**config.mk**
```make
export PLATFORM = sky130hd
export DESIGN_NAME = form_urlencoded_decoder
export DESIGN_NICKNAME = d
export VERILOG_FILES = /design/src/rtl/core/fud_pkg.sv /design/src/rtl/core/fud_front.sv /design/src/rtl/core/fud_queue.sv /design/src/rtl/core/fud_back.sv /design/src/rtl/core/form_urlencoded_decoder.sv
export SDC_FILE = /design/constraint.sdc
export NUM_CORES = 1
export LEC_CHECK = 0
export BUFFER_PORTS_ARGS = -buffer_cell sky130_fd_sc_hd__clkbuf_2
export CAP_MARGIN = 20
export CORE_MARGIN = 2
export CORE_UTILIZATION = 52
export CTS_BUF_LIST = sky130_fd_sc_hd__clkbuf_16
export DETAILED_ROUTE_END_ITERATION = 8
export HOLD_SLACK_MARGIN = 0.08
export PLACE_DENSITY = 0.72
export SLEW_MARGIN = 20
export SYNTH_ARGS = -nofsm -noshare
export SYNTH_HDL_FRONTEND = slang
export SYNTH_SLANG_ARGS = --single-unit
```
**constraint.sdc**
```tcl
create_clock -name clk_i -period 2.1 [get_ports clk_i]
set_input_delay 0.105 -clock clk_i [delete_from_list [all_inputs] [get_ports clk_i]]
set_output_delay 0.105 -clock clk_i [all_outputs]
set_load 0.1 [all_outputs]
```
**src/rtl/core/fud_pkg.sv**
```systemverilog
package fud_pkg;

  localparam logic [7:0] ChPercent = 8'h25;
  localparam logic [7:0] ChPlus    = 8'h2B;
  localparam logic [7:0] ChSpace   = 8'h20;
  localparam logic [7:0] ChEquals  = 8'h3D;
  localparam logic [7:0] ChAmp     = 8'h26;
  localparam logic [7:0] ChZero    = 8'h30;
  localparam logic [7:0] ChUpperA  = 8'h41;
  localparam logic [7:0] ChTop     = 8'h7F;
  localparam logic [7:0] CaseMask  = 8'hDF;
  localparam logic [7:0] LetterOfs = 8'd10;

  localparam int unsigned QUEUE_DEPTH = 2;

  typedef enum logic [1:0] {
    EscIdle  = 2'd0,
    EscFirst = 2'd1,
    EscSecond = 2'd2,
    EscSpare = 2'd3
  } esc_phase_e;

  // One decoded result beat as it travels from the front end to the output stage.
  typedef struct packed {
    logic [7:0] out_byte;
    logic       byte_valid;
    logic       in_value;
    logic       pair_end;
    logic       bad_escape;
    logic       stream_end;
  } res_t;

  // Queue status seen by the output stage.
  typedef struct packed {
    logic not_empty;
    logic full;
  } q_stat_t;

  // Unchecked hex digit value with 8-bit wrap.
  function automatic logic [7:0] hex_nib(input logic [7:0] c);
    logic [7:0] r;
    if ((c >= ChUpperA) && (c <= ChTop)) begin
      r = (c & CaseMask) - ChUpperA + LetterOfs;
    end else begin
      r = c - ChZero;
    end
    return r;
  endfunction

endpackage

```
**src/rtl/core/fud_front.sv**
```systemverilog
module fud_front
  import fud_pkg::*;
(
  input  logic       clk_i,
  input  logic       rst_ni,
  input  logic       accept_i,
  input  logic [7:0] in_byte_i,
  input  logic       in_last_i,
  output logic       push_o,
  output res_t       res_o
);

  logic       value_side_q, value_side_d;
  esc_phase_e esc_q, esc_d;
  logic [7:0] hi_sum_q, hi_sum_d;
  logic       pair_open_q, pair_open_d;

  logic [7:0] b;
  logic       is_amp;
  logic       is_delim;
  res_t       res;

  always_comb begin
    b        = (in_byte_i == ChPlus) ? ChSpace : in_byte_i;
    is_amp   = (b == ChAmp);
    is_delim = is_amp || ((b == ChEquals) && !value_side_q);

    value_side_d = value_side_q;
    esc_d        = esc_q;
    hi_sum_d     = hi_sum_q;
    pair_open_d  = pair_open_q;
    res          = '0;

    if (is_delim) begin
      if (esc_q != EscIdle) begin
        res.bad_escape = 1'b1;
        esc_d          = EscIdle;
      end
      if (is_amp) begin
        res.pair_end = pair_open_q;
        pair_open_d  = 1'b0;
        value_side_d = 1'b0;
      end else begin
        value_side_d = 1'b1;
        pair_open_d  = 1'b1;
      end
    end else begin
      case (esc_q)
        EscIdle: begin
          pair_open_d = 1'b1;
          if (b == ChPercent) begin
            esc_d = EscFirst;
          end else begin
            res.out_byte   = b;
            res.byte_valid = 1'b1;
            res.in_value   = value_side_q;
          end
        end
        EscFirst: begin
          hi_sum_d = hex_nib(b) << 4;
          esc_d    = EscSecond;
        end
        default: begin
          res.out_byte   = hi_sum_q + hex_nib(b);
          res.byte_valid = 1'b1;
          res.in_value   = value_side_q;
          esc_d          = EscIdle;
        end
      endcase
    end

    // The end of the string closes everything and returns to the reset state.
    if (in_last_i) begin
      if (esc_d != EscIdle) begin
        res.bad_escape = 1'b1;
      end
      if (pair_open_d) begin
        res.pair_end = 1'b1;
      end
      res.stream_end = 1'b1;
      value_side_d   = 1'b0;
      esc_d          = EscIdle;
      hi_sum_d       = '0;
      pair_open_d    = 1'b0;
    end
  end

  assign res_o  = res;
  assign push_o = accept_i &&
                  (res.byte_valid || res.pair_end || res.bad_escape || res.stream_end);

  always_ff @(posedge clk_i or negedge rst_ni) begin
    if (!rst_ni) begin
      value_side_q <= 1'b0;
      esc_q        <= EscIdle;
      hi_sum_q     <= '0;
      pair_open_q  <= 1'b0;
    end else if (accept_i) begin
      value_side_q <= value_side_d;
      esc_q        <= esc_d;
      hi_sum_q     <= hi_sum_d;
      pair_open_q  <= pair_open_d;
    end
  end

endmodule

```
**src/rtl/core/fud_queue.sv**
```systemverilog
module fud_queue
  import fud_pkg::*;
#(
  parameter int unsigned Depth = QUEUE_DEPTH
) (
  input  logic    clk_i,
  input  logic    rst_ni,
  input  logic    push_i,
  input  res_t    push_data_i,
  input  logic    pop_i,
  output res_t    pop_data_o,
  output q_stat_t stat_o
);

  localparam int unsigned PtrW = (Depth > 1) ? $clog2(Depth) : 1;
  localparam int unsigned CntW = $clog2(Depth + 1);
  localparam logic [PtrW-1:0] LastPtr = PtrW'(Depth - 1);
  localparam logic [CntW-1:0] FullCnt = CntW'(Depth);

  res_t            mem_q [Depth];
  logic [PtrW-1:0] wr_ptr_q, wr_ptr_d;
  logic [PtrW-1:0] rd_ptr_q, rd_ptr_d;
  logic [CntW-1:0] cnt_q, cnt_d;

  always_comb begin
    wr_ptr_d = wr_ptr_q;
    rd_ptr_d = rd_ptr_q;
    cnt_d    = cnt_q;
    if (push_i) begin
      wr_ptr_d = (wr_ptr_q == LastPtr) ? '0 : wr_ptr_q + 1'b1;
    end
    if (pop_i) begin
      rd_ptr_d = (rd_ptr_q == LastPtr) ? '0 : rd_ptr_q + 1'b1;
    end
    if (push_i && !pop_i) begin
      cnt_d = cnt_q + 1'b1;
    end else if (pop_i && !push_i) begin
      cnt_d = cnt_q - 1'b1;
    end
  end

  always_ff @(posedge clk_i or negedge rst_ni) begin
    if (!rst_ni) begin
      wr_ptr_q <= '0;
      rd_ptr_q <= '0;
      cnt_q    <= '0;
    end else begin
      wr_ptr_q <= wr_ptr_d;
      rd_ptr_q <= rd_ptr_d;
      cnt_q    <= cnt_d;
    end
  end

  always_ff @(posedge clk_i) begin
    if (push_i) begin
      mem_q[wr_ptr_q] <= push_data_i;
    end
  end

  assign pop_data_o       = mem_q[rd_ptr_q];
  assign stat_o.not_empty = (cnt_q != '0);
  assign stat_o.full      = (cnt_q == FullCnt);

  a_no_overflow : assert property (@(posedge clk_i) disable iff (!rst_ni)
    !(push_i && stat_o.full))
    else $error("queue written while full");

  a_no_underflow : assert property (@(posedge clk_i) disable iff (!rst_ni)
    !(pop_i && !stat_o.not_empty))
    else $error("queue read while empty");

  a_count_up : assert property (@(posedge clk_i) disable iff (!rst_ni)
    (push_i && !pop_i) |=> (cnt_q == $past(cnt_q) + 1'b1))
    else $error("queue count did not follow a write");

  a_count_range : assert property (@(posedge clk_i) disable iff (!rst_ni)
    cnt_q <= FullCnt)
    else $error("queue count out of range");

endmodule

```
**src/rtl/core/fud_back.sv**
```systemverilog
module fud_back
  import fud_pkg::*;
(
  input  logic    clk_i,
  input  logic    rst_ni,
  input  q_stat_t stat_i,
  input  res_t    data_i,
  output logic    pop_o,
  input  logic    out_stall_i,
  output logic    out_valid_o,
  output res_t    out_o
);

  logic out_valid_q;
  res_t out_q;

  // Refill the output register from a non-empty queue whenever it is empty or being taken this cycle.
  assign pop_o = stat_i.not_empty && (!out_valid_q || !out_stall_i);

  always_ff @(posedge clk_i or negedge rst_ni) begin
    if (!rst_ni) begin
      out_valid_q <= 1'b0;
    end else if (pop_o) begin
      out_valid_q <= 1'b1;
    end else if (!out_stall_i) begin
      out_valid_q <= 1'b0;
    end
  end

  always_ff @(posedge clk_i) begin
    if (pop_o) begin
      out_q <= data_i;
    end
  end

  assign out_valid_o = out_valid_q;
  assign out_o       = out_q;

endmodule

```
**src/rtl/core/form_urlencoded_decoder.sv**
```systemverilog
// Form-urlencoded stream decoder.
// Input channel: one raw byte per beat on in_byte_i, with in_last_i marking the
// final byte of a string; a beat is taken when in_valid_i is high and in_stall_o
// is low. Output channel: one result beat carrying a decoded byte (tagged name
// or value), a pair end, a dropped-escape flag and/or a stream end. Bytes that
// produce nothing (a '%', the first escape digit, repeated '&') give no beat.
// Throughput is one byte per cycle while in_stall_o is low. A result passes from
// its input beat to the output through the front end, which decodes in the
// accept cycle into a small queue, and the output register, which loads from the queue.
// When the receiver stalls, the output register holds its beat, the queue fills,
// and in_stall_o rises once the queue is full; it depends only on queue state.
// Reset clears the decoder state (name side, no escape, no open pair), empties
// the queue and drops any pending output beat. The decoder also returns to that
// state on its own after every accepted byte marked last.
module form_urlencoded_decoder
  import fud_pkg::*;
#(
  parameter int unsigned QueueDepth = QUEUE_DEPTH
) (
  input  logic       clk_i,
  input  logic       rst_ni,
  input  logic       in_valid_i,
  output logic       in_stall_o,
  input  logic [7:0] in_byte_i,
  input  logic       in_last_i,
  output logic       out_valid_o,
  input  logic       out_stall_i,
  output logic [7:0] out_byte_o,
  output logic       byte_valid_o,
  output logic       in_value_o,
  output logic       pair_end_o,
  output logic       bad_escape_o,
  output logic       stream_end_o
);

  logic    accept;
  logic    push;
  logic    pop;
  res_t    front_res;
  res_t    q_data;
  res_t    out_res;
  q_stat_t q_stat;

  assign in_stall_o = q_stat.full;
  assign accept     = in_valid_i && !q_stat.full;

  fud_front u_front (
    .clk_i    (clk_i),
    .rst_ni   (rst_ni),
    .accept_i (accept),
    .in_byte_i(in_byte_i),
    .in_last_i(in_last_i),
    .push_o   (push),
    .res_o    (front_res)
  );

  fud_queue #(
    .Depth(QueueDepth)
  ) u_queue (
    .clk_i      (clk_i),
    .rst_ni     (rst_ni),
    .push_i     (push),
    .push_data_i(front_res),
    .pop_i      (pop),
    .pop_data_o (q_data),
    .stat_o     (q_stat)
  );

  fud_back u_back (
    .clk_i      (clk_i),
    .rst_ni     (rst_ni),
    .stat_i     (q_stat),
    .data_i     (q_data),
    .pop_o      (pop),
    .out_stall_i(out_stall_i),
    .out_valid_o(out_valid_o),
    .out_o      (out_res)
  );

  assign out_byte_o   = out_res.out_byte;
  assign byte_valid_o = out_res.byte_valid;
  assign in_value_o   = out_res.in_value;
  assign pair_end_o   = out_res.pair_end;
  assign bad_escape_o = out_res.bad_escape;
  assign stream_end_o = out_res.stream_end;

endmodule
```
== Word-level counts from Yosys, hierarchy flattened ==
Memories as Yosys holds them, arrays and structs flattened. A register that Yosys moved wholly into a read port is not among the register bits.
Index checks and enable logic that the tools add are counted.

* Register bits: 17
* Bits in latches: 0
* Memory bits (writable): 26
* Memory bits (read-only): 0
* Input bits: 13
* Logic and storage cells: 90
* Memories kept: 1

{| class="wikitable"
|+ Memory list
! name !! depth !! bits a word !! rd ports !! clocked after Yosys merged registers in !! wr ports !! line !! source
|-
| u_queue.mem_q || 2 || 13 || 1 || 1 || 1 || fud_queue.sv:20 || <nowiki>res_t mem_q [Depth];</nowiki>
|}

* $add $sub $neg: 8
* Multipliers: 0
* Div/mod/pow operators: 0
* $lt $le $gt $ge: 2
* Equal/unequal tests: 8
* Shift-type cells: 0
* Multiplexer cells: 35
* Bitwise operators: 0
* Reduce and logical (&&, ||, !) cells: 28

{| class="wikitable"
|+ Operator list
! cell !! number
|-
| $mux 8 || 7
|-
| $eq 8x6->1 const B || 4
|-
| $mux 10 || 2
|-
| $pmux 10 s2 || 1
|-
| $mux 1 || 16
|-
| $mux 2 || 7
|-
| $reduce_bool 2->1 || 6
|-
| $add 8x4->8 const B || 1
|-
| $add 8x8->8 || 1
|-
| $ge 8x7->1 const B || 1
|-
| $le 8x7->1 const B || 1
|-
| $sub 8x6->8 const B || 1
|-
| $sub 8x7->8 const B || 1
|-
| $logic_and 1x1->1 || 7
|-
| $logic_not 1->1 || 6
|-
| $logic_or 1x1->1 || 5
|-
| $pmux 2 s2 || 1
|-
| $mux 3 || 1
|-
| $reduce_and 3->1 || 1
|-
| $add 1x1->1 const B || 2
|-
| $add 2x1->2 const B || 1
|-
| $eq 2x1->1 const B || 1
|-
| $eq 2x2->1 const B || 1
|-
| $logic_not 2->1 || 1
|-
| other kinds (5) || 5
|}

== Logic depth before layout (Yosys ltp) ==
Gate-level depths: netlist of the first run.

* Depth after elaboration: 18
* Gate-level depth with buffers: 13

== By module ==
Synthesis of the first run repeated with hierarchy kept, for this count alone.

* Cell total of the unflattened synthesis: 210
* Area, all modules: 2677.6 µm²

{| class="wikitable"
|+ By module, submodules not included
! module !! instances !! cells each !! area an instance (µm²) !! seq. area each (µm²)
|-
| fud_queue || 1 || 56 || 1127.3 || 880.8
|-
| fud_front || 1 || 137 || 1102.3 || 200.2
|-
| fud_back || 1 || 16 || 434.2 || 415.4
|-
| form_urlencoded_decoder || 1 || 1 || 13.8 || 0.0
|}

== Least setup slack after synthesis of the first run ==
OpenSTA, ideal clock, no wires.

* Path kind: input -> register
* Start: in in_byte_i[4]
* End: mem u_queue.mem_q[0][12] in the netlist's numbering (data pin)
* Data arrival time: 2.533 ns
* Slack: -0.573 ns
* Cell stages on the path: 13
* Path buffers: 0
* Cell sequence: inv_1 ha_1 nand3b_2 a2111oi_4 nand2_1 nand2_1 o21ai_0 ha_1 a21o_1 a21oi_1 xor2_1 a2111o_1 nand3_1

{| class="wikitable"
|+ RTL lines
! element !! line !! source
|-
| from (decl) || form_urlencoded_decoder.sv:24 || <nowiki>input logic [7:0] in_byte_i,</nowiki>
|-
| to (decl) || fud_queue.sv:20 ||
|}

==> results of run 1 <==
-- metrics by stage --
step	setup TNS, ns	worst slack, ns	total power [mW]	area [um^2]	std cells
after floorplan	-1.83	-0.310	2.97	2770	228
after global placement	-5.28	-0.515	3.31	3300	361
after detailed placement	-5.74	-0.589	3.34	3300	361
after CTS	-1.19	-0.226	4.16	3540	375
after global routing	-2.14	-0.376	4.34	3590	376
final	-1.16	-0.200	4.14	3590	376
-- power groups by stage --
stage	clock network [mW]	registers, mW	logic (mW)
finish	0.809	1.61	1.73
global route	0.880	1.65	1.81
CTS	0.823	1.61	1.72
detailed placement	0	1.63	1.70
global placement	0	1.62	1.69
floorplan	0	2.41	0.562
-- registers in the layout (all words and copies together) (netlist names) --
name,count
u_queue.mem_q,26
u_back.out_o,13
u_front.esc_q,2
u_front.hi_sum_q,4
u_queue.wr_ptr_q,1
u_back.out_valid_o,1
u_front.pair_open_q,1
u_queue.rd_ptr_q,1
u_front.value_side_q,1
u_queue.cnt_q,2
-- cell type report --
| type | instances | area, um^2 | share of cell area |
|---|---|---|---|
| Inverter | 12 | 48.8 | 0.0136 |
| Multi-Input combinational cell | 159 | 1260 | 0.351 |
| Clock inverter | 3 | 27.5 | 0.00768 |
| Sequential cell | 52 | 1500 | 0.417 |
| Tap cell | 70 | 87.6 | 0.0244 |
| Clock buffer | 5 | 125 | 0.0349 |
| Timing Repair Buffer | 75 | 543 | 0.151 |
-- repair_timing --
action / CTS / global route
hold endpoints to repair: 14 / 0
pin swaps: 8 / 6
endpoints found under the setup margin: 6 / 33
resized for setup: 8 / 9
setup buffers: 4 / 1
hold buffers: 2 / 0
-- metal layers --
layer	wire length (um)	vias to the layer above
met5	0	-
met4	81	0
met3	262	8
met2	2800	55
met1	2610	961
li1	-	1004
-- cell usage after synthesis, types with 4 or more instances --
cell type / number / share of area
a21oi_1: 12 / 0.022
ha_1: 13 / 0.060
nor3_1: 5 / 0.0092
o21ai_0: 11 / 0.020
dfrtp_1: 13 / 0.12
nand3_1: 10 / 0.018
xnor2_1: 8 / 0.026
mux2_2: 13 / 0.054
o2bb2ai_1: 4 / 0.013
and2_1: 4 / 0.0092
nand2_1: 14 / 0.019
edfxtp_1: 39 / 0.43
nor2_1: 17 / 0.024
inv_1: 12 / 0.017
xor2_1: 4 / 0.013
nand4_1: 5 / 0.012
-- cells in the final DEF (no fill, tap or decap), drive strengths merged, types with 3 or more instances in the layout --
cell     count
mux2        13
a21oi       12
xnor2        8
ha          13
o211ai       3
buf         47
nand2b       3
nand3       10
nor2        17
o21ai       12
o2bb2ai      4
inv         12
and2         4
and4         3
and3         3
nand4        5
edfxtp      39
xor2         4
nand2       14
nor3         6
clkbuf      31
dfrtp       13
-- path summary, 6_finish.rpt --
path / endpoint / slack, ns
worst max-delay path: u_queue.mem_q[0][12] / -0.20
min in group asynchronous: u_queue.rd_ptr_q / 0.24
max in group asynchronous: u_queue.cnt_q[0] / 1.61
worst max register to register: u_queue.cnt_q[1] / 0.10
worst min register to register: u_front.hi_sum_q[6] / 0.51
worst min-delay path: u_queue.mem_q[1][0] / 0.13
-- logic make-up (layout without fill, tap and decap cells) --
logic type | count (synthesis) | after routing | synth area share
adders and majority gates | 14 | 14 | 0.0674
AOI/OAI and AO/OA | 48 | 48 | 0.124
buffers and inverters | 17 | 95 | 0.0249
DFF | 52 | 52 | 0.552
xor gates and xnor gates | 12 | 12 | 0.0388
and+or+nand+nor | 72 | 72 | 0.139
muxes | 13 | 13 | 0.0540
==> flow_metrics.tcl, run 1 <==
set metrics [dict create \
    antenna_left 0 \
    routedWlPerCell_um 15.3 \
    finalSetupViolations 6 \
    cp.buffers_inverters 2 \
    syn_inst 228 \
    max_stage_delay_ns 0.40 \
    cp_common_cell "nand2_2" \
    grt_pass1_wl_mm 9.52 \
    synth.distinct_cells 42 \
    power.switching_mw 1.79 \
    num_vias 2028 \
    r2r_cells 8 \
    powerDensity_nw_per_um2 1160 \
    worstHoldPathType "in2reg" \
    status "finished, violations left" \
    grtUsageTotal 0.207 \
    synth-seq-cells 52 \
    async_flop_share 0.250 \
    crit_start "in_byte_i[4]" \
    drt_drc_violations_left 0 \
    diodes 0 \
    rsz0062_at_grt "yes" \
    cp_cell_sequence "buf_8, clkinvlp_4, ha_4, nand3b_4, a2111oi_4, nand2_2, nand2_2, o21ai_1, ha_1, a21o_1, a21oi_2, xor2_1, a2111o_1, nand3_2" \
    period_share 1.10 \
    relSlewSlack 0.608 \
    grt_use_met1 0.280 \
    dr.first_iter.drc_count 149 \
    fmax_ghz 0.435 \
    cts_tree "yes" \
    fin_crit_ns 2.30 \
    final-max-slew-violation-count 0 \
    grt-ovfl-total 0 \
    final_util 0.707 \
    crit_path_start_kind "input pin" \
    ys_warn_count 0 \
    grt_util_met3 0.0367 \
    grt.busiest_layer "met2" \
    worstSetupPathType "in2reg" \
    met2_usage 0.344 \
    die_x_um 76.2 \
    start_util 0.534 \
    hpwl_mm 4.20 \
    crit_path_top_delay_cell "a2111o_1" \
    ir_worst_vdd_mv 0.762 \
    core_region_area_um2 5070 \
    fillers 379 \
    hold_depth 1 \
    cts.clk_slew.worst_paths_ns 0.08 \
    worst-endpoint-arrival_ns 2.45 \
    rr_startpoint "u_front.value_side_q" \
    syn_to_final_growth_pct 32.3 \
    synth_edf_count 39 \
    grt_max_degree 19 \
    netlist_area_um2 2710 \
    htree_num_levels 2 \
    clock_skew_ns 0.0118 \
    port_buffers 27 \
    fin_nets 332 \
    crit_fanout 6 \
    end_kind "flip-flop" \
    clk_path_buf_depth 2 \
    synth_nets 255 \
    clk_root_buffer_cell "clkbuf_16" \
    clkPwrFrac 0.195 \
    yosysSeqAreaShare 0.552 \
    critPathTopFamily "compound AO/OA/AOI/OAI gates" \
    critical_path_cell_count 14 \
    switching_share 0.432 \
    hold-worst-slack_ns 0.126 \
    tightest_slew_ns 0.588 \
    syn_avg_cell_area_um2 11.9 \
    internal_power_mw 2.36 \
    via_per_inst 5.39 \
    drive_gt1_frac 0.389 \
    max_cap_viol_count 0 \
    firstDrtPassIters 4 \
    final_hold_viol_count 0 \
    layout_setup_ws_ns -0.200 \
    sequentialPowerShare 0.388 \
    cts_buffers 5 \
    chipHeight_um 76.2 \
    wl_mm 5.75 \
    p_comb_frac 0.417 \
    gp_routability_congestion 0.878 \
    violations "negative setup slack" \
    clk_latency_ns 0.29 \
    cp.required_ns 2.25 \
    p_leak_nw 1.48 \
    fp-row-count 26 \
    cts.sinks 52 \
    dieArea_um2 5800 \
    grt_pass1_vias 2002 \
    io_pins 28 \
    ys.flop_type "edfxtp_1" \
    antenna_found_initial 0 \
    min-delay-start "in_last_i" \
]
(Power assumes the default switching activity.)
==> run 2, diff against run 1 <==
Settings changed: CORE_UTILIZATION 52 to 29, PLACE_DENSITY 0.72 to 0.44.
==> run 2 against run 1 <==
Sequential cell count unchanged. Largest cell class unchanged. Sequential power barely moved. Sequential share of layout area is 0.90 points lower. First-iteration DRC count shrank 31%. Die area grew 75%. Non-clock buffer count did not move. Via count fell by 0.30%. The run still ends with negative setup slack left. Count of clock-buffer cells in the layout unchanged. Fmax shrank 3.8%. Cell count is 11% higher. Clock power decreased by 3.7%. Clock skew decreased by 0.0072 ns.
==> flow_metrics.tcl, run 2 (synthesis results as in run 1) <==
set metrics [dict create \
    num_vias 2022 \
    firstDrtPassIters 4 \
    period_share 1.14 \
    hold-worst-slack_ns 0.124 \
    die_x_um 101 \
    p_comb_frac 0.421 \
    core_region_area_um2 9150 \
    internal_power_mw 2.35 \
    fillers 857 \
    fp-row-count 35 \
    grt_pass1_wl_mm 10.4 \
    drt_drc_violations_left 0 \
    clock_skew_ns 0.00461 \
    tightest_slew_ns 0.648 \
    power.switching_mw 1.78 \
    end_kind "flip-flop" \
    final_cell_mix "buf_4, edfxtp_1, clkbuf_2" \
    grt_pass1_vias 2048 \
    cts.clk_slew.worst_paths_ns 0.07 \
    sequentialPowerShare 0.390 \
    largest_reg_flops 26 \
    antenna_found_initial 0 \
    cp.required_ns 2.14 \
    sequential_cell_area_um2 1500 \
    final_common_cell "buf_4" \
    powerDensity_nw_per_um2 1130 \
    clk_path_buf_depth 2 \
    crit_path_start_kind "input pin" \
    crit_fanout 3 \
    worstHoldPathType "in2reg" \
    worst-endpoint-arrival_ns 2.44 \
    violations "negative setup slack" \
    final-max-slew-violation-count 0 \
    regMostFlops "u_queue.mem_q" \
    cts.sinks 52 \
    hpwl_mm 4.80 \
    clkPwrFrac 0.189 \
    grt-ovfl-total 0 \
    clk_root_buffer_cell "clkbuf_16" \
    multi_input_area_um2 1300 \
    dr.first_iter.drc_count 103 \
    port_buffers 27 \
    switching_share 0.431 \
    dieArea_um2 10100 \
    final_util 0.400 \
    io_pins 28 \
    relSlewSlack 0.568 \
    rsz0062_at_grt "yes" \
    antenna_left 0 \
    final_hold_viol_count 0 \
    cts_buffers 5 \
    cts_tree "yes" \
    wl_mm 6.31 \
    gp_routability_congestion 0.851 \
    fin_crit_ns 2.39 \
    worstSetupPathType "in2reg" \
    grt_max_degree 17 \
    via_per_inst 4.85 \
    layout_setup_ws_ns -0.292 \
    max_cap_viol_count 0 \
    start_util 0.296 \
    p_leak_nw 1.48 \
    drive_gt1_frac 0.405 \
    chipHeight_um 101 \
    fmax_ghz 0.418 \
    fin_nets 332 \
    finalSetupViolations 6 \
    syn_to_final_growth_pct 35.2 \
    routedWlPerCell_um 15.1 \
    htree_num_levels 2 \
    clk_latency_ns 0.28 \
    status "finished, violations left" \
    grtUsageTotal 0.132 \
    diodes 0 \
    ir_worst_vdd_mv 0.481 \
]
[run 2: cell counts in the layout (fill, tap and decap cells not counted)]
No cell type changed its count.
[run 2: final cells by class]
class / instances / share of cell area
Timing Repair Buffer: 75 / 0.147
Clock inverter: 3 / 0.00546
Clock buffer: 5 / 0.0341
Tap cell: 111 / 0.0379
Sequential cell: 52 / 0.408
Multi-Input combinational cell: 159 / 0.354
Inverter: 12 / 0.0133
[run 2: repair_timing]
| action | in CTS | in global routing |
|---|---|---|
| setup buffers | 4 | 0 |
| endpoints found under the setup margin | 6 | 9 |
| resized for setup | 17 | 7 |
| hold buffers | 2 | 0 |
| pin swaps | 10 | 5 |
| endpoints found under the hold margin | 14 | 0 |
[run 2: layer usage]
layer  track usage  vias up  part of all wire
met2         0.224       39              0.50
li1              -     1003                 -
met5             0        -                 0
met3        0.0236       12             0.027
met4        0.0432        0             0.023
met1         0.169      968              0.45
[run 2: power groups by stage]
stage	Sequential (mW)	Clock [mW]	Combinational [mW]
6_report	1.61	0.779	1.74
2_1_floorplan	2.41	0	0.562
4_1_cts	1.61	0.809	1.76
5_1_grt	1.64	0.838	1.85
3_3_place_gp	1.63	0	1.73
3_5_place_dp	1.63	0	1.73
[run 2: critical path: stages]
cell and delay, ns:
buf_8 0.07, clkinvlp_4 0.13, ha_4 0.19, nor2b_4 0.12
a2111o_1 0.41, nor4_4 0.19, a21oi_1 0.07, o21ai_1 0.16
ha_2 0.21, inv_2 0.04, fa_2 0.53, o22ai_2 0.07
and2_4 0.15
[run 2: final timing paths]
path,slack (ns),from,cells after the start,end
min in group asynchronous,0.25,rst_ni,2,u_queue.wr_ptr_q
worst min-delay path,0.12,in_last_i,1,u_queue.mem_q[0][0]
worst max register to register,0.15,u_front.value_side_q,7,u_queue.mem_q[0][9]
worst max-delay path,-0.29,in_byte_i[4],13,u_queue.mem_q[1][10]
max in group asynchronous,1.61,rst_ni,2,u_front.value_side_q
worst min register to register,0.49,u_back.out_valid_o,2,u_back.out_valid_o
[run 2: stage by stage]
step | cell area, um^2 | setup TNS [ns] | power, mW | std cells | setup WS, ns
final | 3660 | -1.53 | 4.13 | 417 | -0.292
after CTS | 3630 | -1.75 | 4.18 | 417 | -0.320
after global routing | 3660 | -2.38 | 4.33 | 417 | -0.433
after global placement | 3360 | -6.56 | 3.36 | 403 | -0.742
after detailed placement | 3360 | -6.23 | 3.36 | 403 | -0.721
after floorplan | 2770 | -1.83 | 2.97 | 228 | -0.310
